## config.mk

```make
export PLATFORM = sky130hd
export DESIGN_NAME = epoch_seconds_to_calendar_date_unit
export DESIGN_NICKNAME = d
export VERILOG_FILES = /design/src/hw/rtl/ecd_pkg.sv /design/src/hw/rtl/epoch_seconds_to_calendar_date_unit.sv /design/src/hw/rtl/ecd_alu.sv
export SDC_FILE = /design/constraint.sdc
export NUM_CORES = 1
export LEC_CHECK = 0
export ABC_AREA = 1
export ABC_CLOCK_PERIOD_IN_PS = 13500
export BUFFER_PORTS_ARGS = -buffer_cell sky130_fd_sc_hd__buf_2
export CORE_MARGIN = 8
export CORE_UTILIZATION = 40
export CTS_BUF_LIST = sky130_fd_sc_hd__clkbuf_2
export DETAILED_ROUTE_END_ITERATION = 16
export MAX_ROUTING_LAYER = met4
export PLACE_DENSITY_LB_ADDON = 0.08
export SETUP_SLACK_MARGIN = 0.1
export SYNTH_ARGS = -nofsm -noshare
export SYNTH_HDL_FRONTEND = slang
export SYNTH_SLANG_ARGS = --single-unit
```

## constraint.sdc

```tcl
create_clock -name clk -period 13.5 [get_ports clk]
set_input_delay 2.025 -clock clk [delete_from_list [all_inputs] [get_ports clk]]
set_output_delay 2.025 -clock clk [all_outputs]
set_load 0.02 [all_outputs]
```

## src/hw/rtl/ecd_pkg.sv

```systemverilog
// ----------------------------------------------------------------------------
// ecd_pkg
// shared types, constants and calendar helpers for the epoch to date unit
// ----------------------------------------------------------------------------
`default_nettype none

package ecd_pkg;

  localparam int unsigned AluW  = 32;
  localparam int unsigned BaseW = 17;
  localparam int unsigned ShW   = 4;
  localparam int unsigned YearW = 12;

  localparam logic [BaseW-1:0] SEC_PER_DAY   = 17'd86400;
  localparam logic [BaseW-1:0] SEC_PER_HOUR  = 17'd3600;
  localparam logic [BaseW-1:0] SEC_PER_MIN   = 17'd60;
  localparam logic [BaseW-1:0] DAYS_PER_WEEK = 17'd7;

  localparam logic [YearW-1:0] EPOCH_YEAR    = 12'd1970;
  localparam logic [YearW-1:0] CENTURY_2000  = 12'd2000;
  localparam logic [YearW-1:0] CENTURY_1900  = 12'd1900;
  localparam logic [YearW-1:0] NOLEAP_2100   = 12'd2100;
  localparam logic [15:0]      EPOCH_WDAY_OFS = 16'd4;

  localparam logic [8:0] DAYS_COMMON = 9'd365;
  localparam logic [8:0] DAYS_LEAP   = 9'd366;

  localparam logic [3:0] MONTH_JAN = 4'd1;
  localparam logic [3:0] MONTH_FEB = 4'd2;
  localparam logic [3:0] MONTH_DEC = 4'd12;

  typedef struct packed {
    logic [AluW-1:0]  a;
    logic [BaseW-1:0] base;
    logic [ShW-1:0]   sh;
  } alu_req_t;

  typedef struct packed {
    logic [AluW-1:0] diff;
    logic            ge;
  } alu_rsp_t;

  // valid over 1970..2106, where 2100 is the only century year that is not leap
  function automatic logic is_leap(input logic [YearW-1:0] y);
    return (y[1:0] == 2'b00) && (y != NOLEAP_2100);
  endfunction

  function automatic logic [8:0] year_days(input logic [YearW-1:0] y);
    return is_leap(y) ? DAYS_LEAP : DAYS_COMMON;
  endfunction

  function automatic logic [4:0] month_days(input logic [YearW-1:0] y,
                                            input logic [3:0] m);
    logic [4:0] len;
    case (m)
      4'd1, 4'd3, 4'd5, 4'd7, 4'd8, 4'd10, 4'd12: len = 5'd31;
      4'd4, 4'd6, 4'd9, 4'd11:                   len = 5'd30;
      MONTH_FEB:                                 len = is_leap(y) ? 5'd29 : 5'd28;
      default:                                   len = 5'd31;
    endcase
    return len;
  endfunction

  function automatic logic [6:0] year_code(input logic [YearW-1:0] y);
    logic [YearW-1:0] d;
    d = (y >= CENTURY_2000) ? (y - CENTURY_2000) : (y - CENTURY_1900);
    return d[6:0];
  endfunction

endpackage

`default_nettype wire

```

## src/hw/rtl/epoch_seconds_to_calendar_date_unit.sv

```systemverilog
// ----------------------------------------------------------------------------
// epoch_seconds_to_calendar_date_unit
// breaks a 32-bit unsigned epoch second count into weekday, date and time
// ----------------------------------------------------------------------------
// An item is taken when start is high and busy is low. busy then stays high
// while one shared subtract/compare unit runs every step: 16 steps divide by
// the seconds of a day, 13 reduce the day count modulo 7, 5 and 6 split the
// seconds of the day into hours and minutes, then one step per whole year
// elapsed since 1970 (0..136) plus a stop step and one step per month up to
// the resulting month (1..12). The result is held on the out_ ports and
// marked by out_valid for one cycle, in which busy is already low and a new
// start is taken. Results cannot be stalled.
// ----------------------------------------------------------------------------
`default_nettype none

module epoch_seconds_to_calendar_date_unit (
  input  wire logic        clk,
  input  wire logic        rst_n,
  input  wire logic        start,
  output logic             busy,
  input  wire logic [31:0] in_epoch_seconds,
  output logic             out_valid,
  output logic [6:0]       out_year_code,
  output logic [3:0]       out_month_number,
  output logic [4:0]       out_day_of_month,
  output logic [4:0]       out_hour_of_day,
  output logic [5:0]       out_minute_of_hour,
  output logic [5:0]       out_second_of_minute,
  output logic [2:0]       out_weekday
);

  typedef enum logic [2:0] {
    S_IDLE, S_DAYS, S_WDAY, S_HOUR, S_MIN, S_YEAR, S_MONTH
  } state_t;

  state_t state_r, state_nxt;

  logic [31:0] rem_r, rem_nxt;
  logic [15:0] quo_r, quo_nxt;
  logic [3:0]  cnt_r, cnt_nxt;
  logic [15:0] days_r, days_nxt;
  logic [11:0] year_r, year_nxt;
  logic [3:0]  month_r, month_nxt;

  logic       out_valid_r, out_valid_nxt;
  logic [6:0] year_code_r, year_code_nxt;
  logic [3:0] month_o_r, month_o_nxt;
  logic [4:0] mday_r, mday_nxt;
  logic [4:0] hour_r, hour_nxt;
  logic [5:0] min_r, min_nxt;
  logic [5:0] sec_r, sec_nxt;
  logic [2:0] wday_r, wday_nxt;

  ecd_pkg::alu_req_t alu_req;
  ecd_pkg::alu_rsp_t alu_rsp;

  logic [31:0] rem_step;
  logic [15:0] quo_step;
  logic        last_bit;

  ecd_alu u_alu (
    .req (alu_req),
    .rsp (alu_rsp)
  );

  assign rem_step = alu_rsp.ge ? alu_rsp.diff : rem_r;
  assign quo_step = {quo_r[14:0], alu_rsp.ge};
  assign last_bit = (cnt_r == 4'd0);

  always_comb begin
    state_nxt     = state_r;
    rem_nxt       = rem_r;
    quo_nxt       = quo_r;
    cnt_nxt       = cnt_r;
    days_nxt      = days_r;
    year_nxt      = year_r;
    month_nxt     = month_r;
    out_valid_nxt = 1'b0;
    year_code_nxt = year_code_r;
    month_o_nxt   = month_o_r;
    mday_nxt      = mday_r;
    hour_nxt      = hour_r;
    min_nxt       = min_r;
    sec_nxt       = sec_r;
    wday_nxt      = wday_r;

    alu_req.a    = rem_r;
    alu_req.base = ecd_pkg::SEC_PER_DAY;
    alu_req.sh   = cnt_r;

    case (state_r)
      S_IDLE: begin
        if (start) begin
          rem_nxt   = in_epoch_seconds;
          quo_nxt   = '0;
          cnt_nxt   = 4'd15;
          state_nxt = S_DAYS;
        end
      end
      S_DAYS: begin
        rem_nxt = rem_step;
        quo_nxt = quo_step;
        cnt_nxt = cnt_r - 4'd1;
        if (last_bit) begin
          days_nxt  = quo_step;
          rem_nxt   = {16'd0, quo_step} + {16'd0, ecd_pkg::EPOCH_WDAY_OFS};
          quo_nxt   = {15'd0, rem_step[16]};
          cnt_nxt   = 4'd12;
          state_nxt = S_WDAY;
        end
      end
      S_WDAY: begin
        // seconds of day wait in sod_r and days_r is untouched
        alu_req.base = ecd_pkg::DAYS_PER_WEEK;
        rem_nxt = rem_step;
        cnt_nxt = cnt_r - 4'd1;
        if (last_bit) begin
          wday_nxt  = rem_step[2:0] + 3'd1;
          state_nxt = S_HOUR;
          cnt_nxt   = 4'd4;
        end
      end
      S_HOUR: begin
        alu_req.base = ecd_pkg::SEC_PER_HOUR;
        rem_nxt = rem_step;
        quo_nxt = quo_step;
        cnt_nxt = cnt_r - 4'd1;
        if (last_bit) begin
          hour_nxt  = quo_step[4:0];
          cnt_nxt   = 4'd5;
          state_nxt = S_MIN;
        end
      end
      S_MIN: begin
        alu_req.base = ecd_pkg::SEC_PER_MIN;
        rem_nxt = rem_step;
        quo_nxt = quo_step;
        cnt_nxt = cnt_r - 4'd1;
        if (last_bit) begin
          min_nxt   = quo_step[5:0];
          sec_nxt   = rem_step[5:0];
          year_nxt  = ecd_pkg::EPOCH_YEAR;
          state_nxt = S_YEAR;
        end
      end
      S_YEAR: begin
        alu_req.a    = {16'd0, days_r};
        alu_req.base = {8'd0, ecd_pkg::year_days(year_r)};
        alu_req.sh   = '0;
        if (alu_rsp.ge) begin
          days_nxt = alu_rsp.diff[15:0];
          year_nxt = year_r + 12'd1;
        end else begin
          month_nxt = ecd_pkg::MONTH_JAN;
          state_nxt = S_MONTH;
        end
      end
      S_MONTH: begin
        alu_req.a    = {16'd0, days_r};
        alu_req.base = {12'd0, ecd_pkg::month_days(year_r, month_r)};
        alu_req.sh   = '0;
        if ((month_r < ecd_pkg::MONTH_DEC) && alu_rsp.ge) begin
          days_nxt  = alu_rsp.diff[15:0];
          month_nxt = month_r + 4'd1;
        end else begin
          year_code_nxt = ecd_pkg::year_code(year_r);
          month_o_nxt   = month_r;
          mday_nxt      = days_r[4:0] + 5'd1;
          out_valid_nxt = 1'b1;
          state_nxt     = S_IDLE;
        end
      end
      default: begin
        state_nxt = S_IDLE;
      end
    endcase
  end

  // the day split leaves seconds of day in rem_step; carry them into sod
  logic [16:0] sod_r, sod_nxt;

  always_comb begin
    sod_nxt = sod_r;
    if ((state_r == S_DAYS) && last_bit) begin
      sod_nxt = rem_step[16:0];
    end
  end

  always_ff @(posedge clk) begin
    if (!rst_n) begin
      state_r     <= S_IDLE;
      out_valid_r <= 1'b0;
    end else begin
      state_r     <= state_nxt;
      out_valid_r <= out_valid_nxt;
    end
    rem_r       <= ((state_r == S_WDAY) && last_bit) ? {15'd0, sod_r} : rem_nxt;
    quo_r       <= ((state_r == S_WDAY) && last_bit) ? 16'd0 : quo_nxt;
    cnt_r       <= cnt_nxt;
    days_r      <= days_nxt;
    sod_r       <= sod_nxt;
    year_r      <= year_nxt;
    month_r     <= month_nxt;
    year_code_r <= year_code_nxt;
    month_o_r   <= month_o_nxt;
    mday_r      <= mday_nxt;
    hour_r      <= hour_nxt;
    min_r       <= min_nxt;
    sec_r       <= sec_nxt;
    wday_r      <= wday_nxt;
  end

  assign busy                 = (state_r != S_IDLE);
  assign out_valid            = out_valid_r;
  assign out_year_code        = year_code_r;
  assign out_month_number     = month_o_r;
  assign out_day_of_month     = mday_r;
  assign out_hour_of_day      = hour_r;
  assign out_minute_of_hour   = min_r;
  assign out_second_of_minute = sec_r;
  assign out_weekday          = wday_r;

`ifndef ASSERT_OFF
  a_done_strobe: assert property (@(posedge clk) disable iff (!rst_n)
    $past(rst_n) && $fell(busy) |-> out_valid)
    else $error("busy dropped without a result beat");

  a_single_beat: assert property (@(posedge clk) disable iff (!rst_n)
    out_valid |=> !out_valid)
    else $error("result beat longer than one cycle");

  a_start_busy: assert property (@(posedge clk) disable iff (!rst_n)
    start && !busy |=> busy)
    else $error("accepted beat did not start the sequencer");

  a_result_range: assert property (@(posedge clk) disable iff (!rst_n)
    out_valid |-> (out_month_number >= 4'd1) && (out_month_number <= 4'd12) &&
                  (out_day_of_month != 5'd0) && (out_weekday != 3'd0))
    else $error("result beat out of calendar range");

  a_year_bound: assert property (@(posedge clk) disable iff (!rst_n)
    (state_r == S_YEAR) |-> (year_r <= 12'd2106))
    else $error("year search ran past the input range");
`endif

endmodule

`default_nettype wire

```

## src/hw/rtl/ecd_alu.sv

```systemverilog
// ----------------------------------------------------------------------------
// ecd_alu
// shared shift, subtract and compare unit used by every sequencer step
// ----------------------------------------------------------------------------
`default_nettype none

module ecd_alu (
  input  ecd_pkg::alu_req_t req,
  output ecd_pkg::alu_rsp_t rsp
);

  logic [ecd_pkg::AluW-1:0] b;
  logic [ecd_pkg::AluW:0]   d;

  assign b = {{(ecd_pkg::AluW - ecd_pkg::BaseW){1'b0}}, req.base} << req.sh;
  assign d = {1'b0, req.a} - {1'b0, b};

  assign rsp.diff = d[ecd_pkg::AluW-1:0];
  assign rsp.ge   = ~d[ecd_pkg::AluW];

endmodule

`default_nettype wire

```

==> impl_metrics.json, run 1 <==
{
  "clkSlewWorstSetupHoldPaths_ns": 0.26,
  "min_path_cells": 2,
  "mostFrequentLayoutCells": "nand2_1, inv_1, nor2_1",
  "worstMarginPinSlew_ns": 1.16,
  "num-nets-final": 1680,
  "crit_arrival_ns": 6.21,
  "ys_async_sr_fraction_pct": 0,
  "post-route-drc-count": 0,
  "via_per_inst": 4.99,
  "crit_path_end_kind": "register",
  "post_cts_resized": 0,
  "synth_top_area_share_pct": 30.1,
  "gp_congestion": 0.974,
  "grt_max_degree": 62,
  "r2r_slack_ns": 7.68,
  "r2r-start": "state_r[1]",
  "hp-start": "rem_r[27]",
  "dpl-instance-area_um2": 11200,
  "io-pin-count": 73,
  "dp_cells": 1911,
  "wl_per_cell_um": 16.4,
  "core_um2": 26000,
  "clock_latency_ns": 0.77,
  "clock_skew_ns": 0.0423,
  "drive_gt1_share_pct": 10.6,
  "clock_sinks": 140,
  "fin_area_um2": 11400,
  "clock.fmax_mhz": 172,
  "cts_buffers": 17,
  "die_w_um": 178,
  "yosysTopAreaCell": "edfxtp_1",
  "final_common_cell": "nand2_1",
  "area_growth_pct": 7.88,
  "numPortBuffers": 72,
  "drt_iter0_drc": 688,
  "htreeDepth": 4,
  "slew_viol_final": 0,
  "finalHoldViolCount": 0,
  "cts_root_buf": "clkbuf_2",
  "rr_worst_depth": 18,
  "synth_cell_types": 49,
  "ys_top_cells_by_area": "edfxtp_1, nand2_1, inv_1, dfxtp_1, ha_1",
  "period_share_pct": 43.1,
  "setup_viol": 0,
  "ys_seq_elements": 140,
  "drv_cap": 0,
  "cts_tree": "yes",
  "synth_area_um2": 10600,
  "cts.path.max_buffers": 2,
  "crit_type": "register to register",
  "finalWorstSetupSlack_ns": 7.68,
  "required_ns": 13.89,
  "dp_hpwl_mm": 24.3,
  "grt_pass1_wl_mm": 50.0,
  "start_util_pct": 40.6,
  "fin_tns_setup_ns": 0,
  "rsz0062_at_grt": "false",
  "hold_end": "rem_r[27]",
  "die_h_um": 178,
  "synth_top_flop_cell": "edfxtp_1",
  "status": "finished clean",
  "crit-reg2reg-capture": "days_r[8]",
  "relSlewSlack_pct": 22.6,
  "routed_wl_mm": 31.9,
  "overflow": 0,
  "cts_hold_buf": 0,
  "die_area_um2": 31900,
  "hp-class": "register to register",
  "row_count": 59,
  "layoutNonFillerInstCount": 1945,
  "vias": 9709,
  "grt_pass1_vias": 9066,
  "firstDrtPassIters": 5,
  "ant_nets": 0,
  "post_cts_buffers": 0,
  "antenna_found_initial": 1,
  "track_usage_pct": 20.7,
  "avgSynthCellArea_um2": 6.85,
  "pre_cts_slack_ns": 7.75,
  "min_period_ns": 5.82,
  "synth_edf_count": 106,
  "syn_nets": 1627,
  "syn_inst": 1542,
  "ys_seq_area_share_pct": 36.6,
  "start_kind": "register",
  "cp_max_fo": 61,
  "ys_warn_count": 0
}
[how the worst max path moves through the flow]
stage                     startpoint    endpoint  depth (start not counted)
after floorplan           state_r[1]   days_r[0]                         25
after global placement    state_r[1]  days_r[15]                         17
after detailed placement  state_r[1]  days_r[15]                         18
after CTS                 state_r[1]   days_r[8]                         18
after global routing      state_r[1]   days_r[7]                         18
final                     state_r[1]   days_r[8]                         18
[Yosys cell counts, types with 2 or more instances]
library cell / count
nand2_1: 507
ha_1: 49
xor2_1: 18
or2_1: 4
or2_2: 4
clkbuf_1: 13
nor2_8: 2
clkbuf_2: 2
xnor2_1: 12
o21ai_1: 26
nor2_2: 5
a21oi_1: 79
a31oi_1: 6
buf_4: 5
inv_1: 218
o21bai_1: 6
a21o_1: 4
nand2_4: 3
a21boi_0: 3
o21ai_0: 95
nor2_1: 142
nor3_1: 9
buf_2: 20
nand2_2: 8
inv_2: 13
nand4_1: 6
nand3b_1: 2
edfxtp_1: 106
a21oi_2: 2
nor2_4: 4
dfxtp_1: 34
inv_4: 2
o21ai_2: 8
nand3_1: 103
and2_1: 6
buf_6: 3
[sequential cells by signal (all words and copies together) (netlist names)]
signal and cells:
rem_r 32, out_second_of_minute 6, out_valid 1, year_r 12
out_year_code 7, out_day_of_month 5, days_r 16, out_minute_of_hour 6
sod_r 17, out_month_number 4, out_weekday 3, state_r 3
out_hour_of_day 5, cnt_r 4, month_r 4, quo_r 15
[kinds of logic (layout without fill, tap and decap cells)]
| group | after synthesis | count (layout) | synth area share (%) |
|---|---|---|---|
| mux | 1 | 1 | 0.0948 |
| xor+xnor | 30 | 30 | 2.49 |
| buf+inv | 278 | 344 | 10.7 |
| compound gates | 233 | 233 | 11.9 |
| simple gates | 810 | 810 | 32.2 |
| other cells | 0 | 2 | 0 |
| flops | 140 | 140 | 36.6 |
| fa+ha+maj | 50 | 50 | 6.00 |
[per-stage QoR]
step | util [%] | hold WS (ns)
final | 43.8 | 0.481
after global placement | 42.9 | 0.436
after detailed placement | 42.9 | 0.453
after floorplan | - | 0.426
after CTS | 43.8 | 0.482
after global routing | 43.8 | 0.501
[worst max-delay path, stage by stage (launching register included)]
cell and delay (ns):
dfxtp_1 0.58, inv_2 0.11, nand2_2 0.16, nor2_8 0.08, inv_4 0.13, nand2_8 0.24
nor2_4 0.51, inv_1 0.43, nand2_1 0.20, nand2_1 0.11, ha_1 0.37, nand2_1 0.16
nor2_1 0.23, a21oi_2 0.10, nand2_2 0.11, nand2_4 0.13, nand2_4 0.57, nand2_1 0.24
a31oi_2 0.93
[routing by layer]
layer  wire length [um]  GRT usage [%]  share of wire, %  vias up
met5                  0              -                 0        -
met4                506           4.99               1.6        0
met3               1450           2.54               4.6       29
met2              14600           32.9                46      227
met1              15300           27.8                48     4422
li1                   -              -                 -     5031
[area by class of cell]
cell class / instances / area, um2
timing repair buffer: 79 / 413
multi-input combinational: 1124 / 5580
inverter: 233 / 880
tap: 335 / 419
sequential: 140 / 3860
clock buffer: 17 / 85.1
fill: 2822 / 14600
antenna: 2 / 5.00
clock inverter: 15 / 143
Power of run 1 is left out: the tool's default activity adds up to more than one toggle a clock period on the data nets, which glitch-free logic cannot reach.
==> run 2: changes to the inputs <==
Settings changed: ABC_CLOCK_PERIOD_IN_PS 13500 to 5900.
Clock period 13.5 ns to 5.9 ns, I/O delays scaled along.
==> run 2 against run 1 <==
Against the previous run:
- hold slack got worse by 0.092 ns
- via count increased by 0.14%
- final cell count increased by 0.15%
- setup slack got worse by 6.9 ns
- global-route usage decreased by 0.076 points
- largest cell class unchanged
==> impl_metrics.json, run 2 (synthesis gave the netlist of run 1 again) <==
{
  "ant_nets": 0,
  "crit_type": "register to register",
  "r2r-start": "state_r[1]",
  "rsz0062_at_grt": "false",
  "dp_hpwl_mm": 24.3,
  "start_util_pct": 40.6,
  "final_common_cell": "nand2_1",
  "fin_area_um2": 11400,
  "cp_max_fo": 26,
  "num-nets-final": 1684,
  "post_cts_buffers": 0,
  "required_ns": 6.36,
  "cts_tree": "yes",
  "io-pin-count": 73,
  "crit_path_end_kind": "register",
  "slew_viol_final": 0,
  "fin_tns_setup_ns": 0,
  "htreeDepth": 4,
  "final.fill_count": 2826,
  "routed_wl_mm": 31.9,
  "via_per_inst": 4.99,
  "cpMostUsedCell": "nand2_1",
  "pre_cts_slack_ns": 0.859,
  "min_path_cells": 3,
  "firstDrtPassIters": 5,
  "path_cells": "inv_2 -> nand2_2 -> nor2_8 -> nor2_4 -> nand2_2 -> inv_2 -> nand2_1 -> o21ai_1 -> nand2_1 -> nand3_1 -> o21ai_1 -> ha_1 -> nand2_1 -> inv_2 -> nand2_1 -> nand2_1 -> a21oi_2 -> nand2_2 -> nand2_4 -> nand2_4 -> nand2_1 -> nand2_1 -> inv_1 -> nor2_1",
  "largest_reg_flops": 32,
  "clock_sinks": 140,
  "hold_end": "state_r[1]",
  "post_cts_resized": 0,
  "status": "finished clean",
  "clock.fmax_mhz": 194,
  "overflow": 0,
  "core_um2": 26000,
  "crit-reg2reg-capture": "month_r[2]",
  "path_buf_inv": 4,
  "min_period_ns": 5.14,
  "worstMarginPinSlew_ns": 1.10,
  "cts_hold_buf": 0,
  "rr_worst_depth": 24,
  "post-route-drc-count": 0,
  "track_usage_pct": 20.7,
  "die_area_um2": 31900,
  "clock_latency_ns": 0.79,
  "relSlewSlack_pct": 26.2,
  "crit_arrival_ns": 5.60,
  "area_growth_pct": 8.41,
  "r2r_slack_ns": 0.76,
  "cts.path.max_buffers": 2,
  "drive_gt1_share_pct": 10.8,
  "grt_pass1_wl_mm": 50.3,
  "crit_start": "state_r[1]",
  "hp-class": "input port to register",
  "clkSlewWorstSetupHoldPaths_ns": 0.26,
  "die_w_um": 178,
  "setup_viol": 0,
  "antenna_found_initial": 1,
  "row_count": 59,
  "grt_max_degree": 60,
  "top_register": "rem_r",
  "drt_iter0_drc": 643,
  "numPortBuffers": 72,
  "finalHoldViolCount": 0,
  "finalWorstSetupSlack_ns": 0.755,
  "drv_cap": 0,
  "start_kind": "register",
  "clock_skew_ns": 0.0869,
  "period_share_pct": 87.2,
  "gp_congestion": 0.952,
  "wl_per_cell_um": 16.4,
  "reg_top3": "rem_r (32), sod_r (17), days_r (16)",
  "grt_pass1_vias": 9229,
  "hp-start": "rst_n",
  "die_h_um": 178,
  "vias": 9723,
  "critPathTopFamily": "simple AND/OR/NAND/NOR gates",
  "cp_slowest_cell": "dfxtp_1",
  "cts_root_buf": "clkbuf_2",
  "dpl-instance-area_um2": 11200,
  "mostFrequentLayoutCells": "nand2_1, inv_1, nor2_1",
  "critPathMaxStageDelay_ns": 0.58,
  "utilization_pct": 44.1,
  "cts_buffers": 17
}
==> run 2: layout make-up <==
class	instances	area (um2)	area share, %
well taps	335	419	3.66
clock inverters	15	171	1.50
clock buffers	17	85.1	0.743
inverters	233	880	7.68
multi-input cells	1124	5580	48.8
flip-flops and latches	140	3860	33.8
repair buffers	83	443	3.87
diodes	1	2.50	0.0219
==> run 2: worst max path at each step <==
stage                            end  depth (start not counted)
after floorplan            days_r[0]                         25
after global placement    year_r[10]                         22
after detailed placement  year_r[10]                         22
after CTS                  year_r[3]                         22
after global routing      month_r[2]                         24
final                     month_r[2]                         24
==> run 2: per-stage QoR <==
stage / instances / hold WS, ns
finish: 1948 / 0.389
global route: 1948 / 0.318
CTS: 1947 / 0.319
detailed placement: 1915 / 0.446
global placement: 1915 / 0.440
floorplan: 1542 / 0.426
==> run 2: worst register-to-register path, cell delays in order (launching register included) <==
cell and delay (ns):
dfxtp_1 0.58, inv_2 0.11, nand2_2 0.17, nor2_8 0.08
nor2_4 0.49, nand2_2 0.32, inv_2 0.21, nand2_1 0.07
o21ai_1 0.18, nand2_1 0.13, nand3_1 0.09, o21ai_1 0.10
ha_1 0.36, nand2_1 0.19, inv_2 0.04, nand2_1 0.07
nand2_1 0.09, a21oi_2 0.15, nand2_2 0.11, nand2_4 0.20
nand2_4 0.25, nand2_1 0.13, nand2_1 0.09, inv_1 0.48
nor2_1 0.22
==> run 2: metal layers <==
| layer | GRT usage [%] | share of wire [%] |
|---|---|---|
| met5 | - | 0 |
| met4 | 3.51 | 0.81 |
| met3 | 2.48 | 3.8 |
| met2 | 33.2 | 46 |
| met1 | 28.0 | 49 |
Power of run 2 is left out for the same reason.
==> run 3: changes to the inputs <==
Settings changed: SYNTH_HIERARCHICAL set to 1.
==> run 3 against run 2 <==
Against the previous run:
- register-to-register slack worse by 0.08 ns
- critical path type unchanged
- core utilization down 0.34 points
- highest routed layer unchanged
- clock skew down 0.020 ns
- synthesized cell count up 3.5%
- synthesized area up 3.0%
==> impl_metrics.json, run 3 <==
{
  "status": "finished clean",
  "top_register": "rem_r",
  "synthTopCellsByCount": "nand2_1, inv_1, nor2_1, edfxtp_1, o21ai_0",
  "start_kind": "register",
  "grt_max_degree": 65,
  "required_ns": 6.40,
  "clock_sinks": 140,
  "min_path_cells": 5,
  "cp_max_fo": 64,
  "firstDrtPassIters": 14,
  "synth_area_um2": 10900,
  "drt_iter0_drc": 769,
  "gp_congestion": 0.936,
  "path_buf_inv": 5,
  "drive_gt1_share_pct": 11.5,
  "grt_pass1_wl_mm": 51.4,
  "area_growth_pct": 7.72,
  "critPathMaxStageDelay_ns": 0.53,
  "rr_worst_depth": 25,
  "largest_reg_flops": 32,
  "avgSynthCellArea_um2": 6.81,
  "hp-class": "input port to register",
  "mostFrequentLayoutCells": "nand2_1, inv_1, nor2_1",
  "yosysTopAreaCell": "edfxtp_1",
  "worstMarginPinSlew_ns": 1.13,
  "row_count": 60,
  "ys_async_sr_fraction_pct": 0,
  "vias": 10043,
  "via_per_inst": 5.00,
  "synth_top_area_share_pct": 29.3,
  "ys_seq_elements": 140,
  "die_h_um": 181,
  "ys_seq_area_share_pct": 35.5,
  "post_cts_buffers": 0,
  "clock_skew_ns": 0.0667,
  "final_common_cell": "nand2_1",
  "setup_viol": 0,
  "cp_slowest_cell": "dfxtp_1",
  "cts.path.max_buffers": 2,
  "finalHoldViolCount": 0,
  "wl_per_cell_um": 15.9,
  "cpMostUsedCell": "nand2_1",
  "num-nets-final": 1741,
  "clkSlewWorstSetupHoldPaths_ns": 0.32,
  "start_util_pct": 40.6,
  "ys_warn_count": 6,
  "cts_tree": "yes",
  "antenna_found_initial": 1,
  "reg_top3": "rem_r (32), sod_r (17), days_r (16)",
  "post-route-drc-count": 0,
  "dp_hpwl_mm": 24.4,
  "routed_wl_mm": 32.0,
  "cts_buffers": 17,
  "core_um2": 26800,
  "clock.fmax_mhz": 191,
  "critPathTopFamily": "simple AND/OR/NAND/NOR gates",
  "ys_top_cells_by_area": "edfxtp_1, nand2_1, inv_1, dfxtp_1, ha_1",
  "htreeDepth": 4,
  "cts_hold_buf": 0,
  "fin_hold_ws_ns": 0.386,
  "period_share_pct": 88.6,
  "grt_pass1_vias": 9620,
  "fin_tns_setup_ns": 0,
  "final.fill_count": 2828,
  "synth_edf_count": 106,
  "cts_root_buf": "clkbuf_2",
  "min_period_ns": 5.23,
  "drv_cap": 0,
  "crit_arrival_ns": 5.73,
  "overflow": 0,
  "io-pin-count": 73,
  "die_area_um2": 32700,
  "die_w_um": 181,
  "path_depth": 25,
  "slew_viol_final": 0,
  "clock_latency_ns": 0.77,
  "syn_inst": 1596,
  "numPortBuffers": 72,
  "rsz0062_at_grt": "false",
  "synth_top_flop_cell": "edfxtp_1",
  "track_usage_pct": 20.0,
  "yosysMostFrequentCell": "nand2_1",
  "relSlewSlack_pct": 24.6,
  "crit_type": "register to register",
  "ant_nets": 0,
  "synth_cell_types": 46,
  "crit_path_end_kind": "register"
}
run 3: cell count changes in the layout (fill, tap and decap cells not counted), sizes merged, moves of 9 or more:
cell | before | now
nand2 | 519 | 562
nand3 | 104 | 78
o21ai | 129 | 150
nor2 | 153 | 164
or2 | 9 | 18
run 3: worst paths after layout:
kind	slack [ns]	from	end
worst max-delay path	0.67	state_r[2]	out_weekday[2]
worst min-delay path	0.39	in_epoch_seconds[27]	rem_r[27]
worst min register to register	0.50	quo_r[14]	quo_r[14]
worst max register to register	0.67	state_r[2]	out_weekday[2]
run 3: metal layers:
layer,wire [um],global-route usage [%]
met3,1250,1.93
met4,510,5.36
met1,15400,26.2
met2,14900,32.7
met5,0,-
run 3: final cells by class:
class / instances / area [um2] / share of cell area [%]
multi-input combinational: 1180 / 5840 / 49.8
sequential: 140 / 3860 / 33.0
inverter: 227 / 862 / 7.36
timing repair buffer: 88 / 484 / 4.13
tap: 341 / 427 / 3.64
clock inverter: 14 / 143 / 1.22
clock buffer: 18 / 90.1 / 0.769
antenna: 2 / 5.00 / 0.0427
run 3: repair_timing:
item | 4_1_cts | 5_1_grt
endpoints found under the hold margin | 0 | 0
resized for setup | 0 | 2
endpoints found under the setup margin | 0 | 23
run 3: worst reg2reg max path, delay by kind of cell (launching register included):
family | cells | cell delay (ns)
compound gates | 4 | 0.77
xor+xnor | 1 | 0.16
fa+ha+maj | 2 | 0.67
buf+inv | 5 | 1.21
flops | 1 | 0.53
simple gates | 13 | 1.69
run 3: cell families (layout without fill, tap and decap cells):
family                     count (synthesis)  in the layout  synth area share, %
adders and majority gates                 52             52                 6.05
muxes                                      2              2                0.184
buffers and inverters                    278            347                 10.9
other                                      1              5               0.0345
xor gates and xnor gates                  26             26                 2.09
AOI/OAI and AO/OA                        255            255                 12.9
DFF                                      140            140                 35.5
and+or+nand+nor                          842            842                 32.3
run 3: stage by stage:
stage / cell area [um2] / worst slack [ns] / utilization (%) / instances
after floorplan: 10900 / 0.653 / - / 1598
after global placement: 11500 / 0.636 / 42.8 / 1976
after detailed placement: 11500 / 0.473 / 42.8 / 1976
after CTS: 11700 / 0.422 / 43.7 / 2008
after global routing: 11700 / 0.190 / 43.7 / 2010
final: 11700 / 0.672 / 43.7 / 2010
Power of run 3 is left out for the same reason.
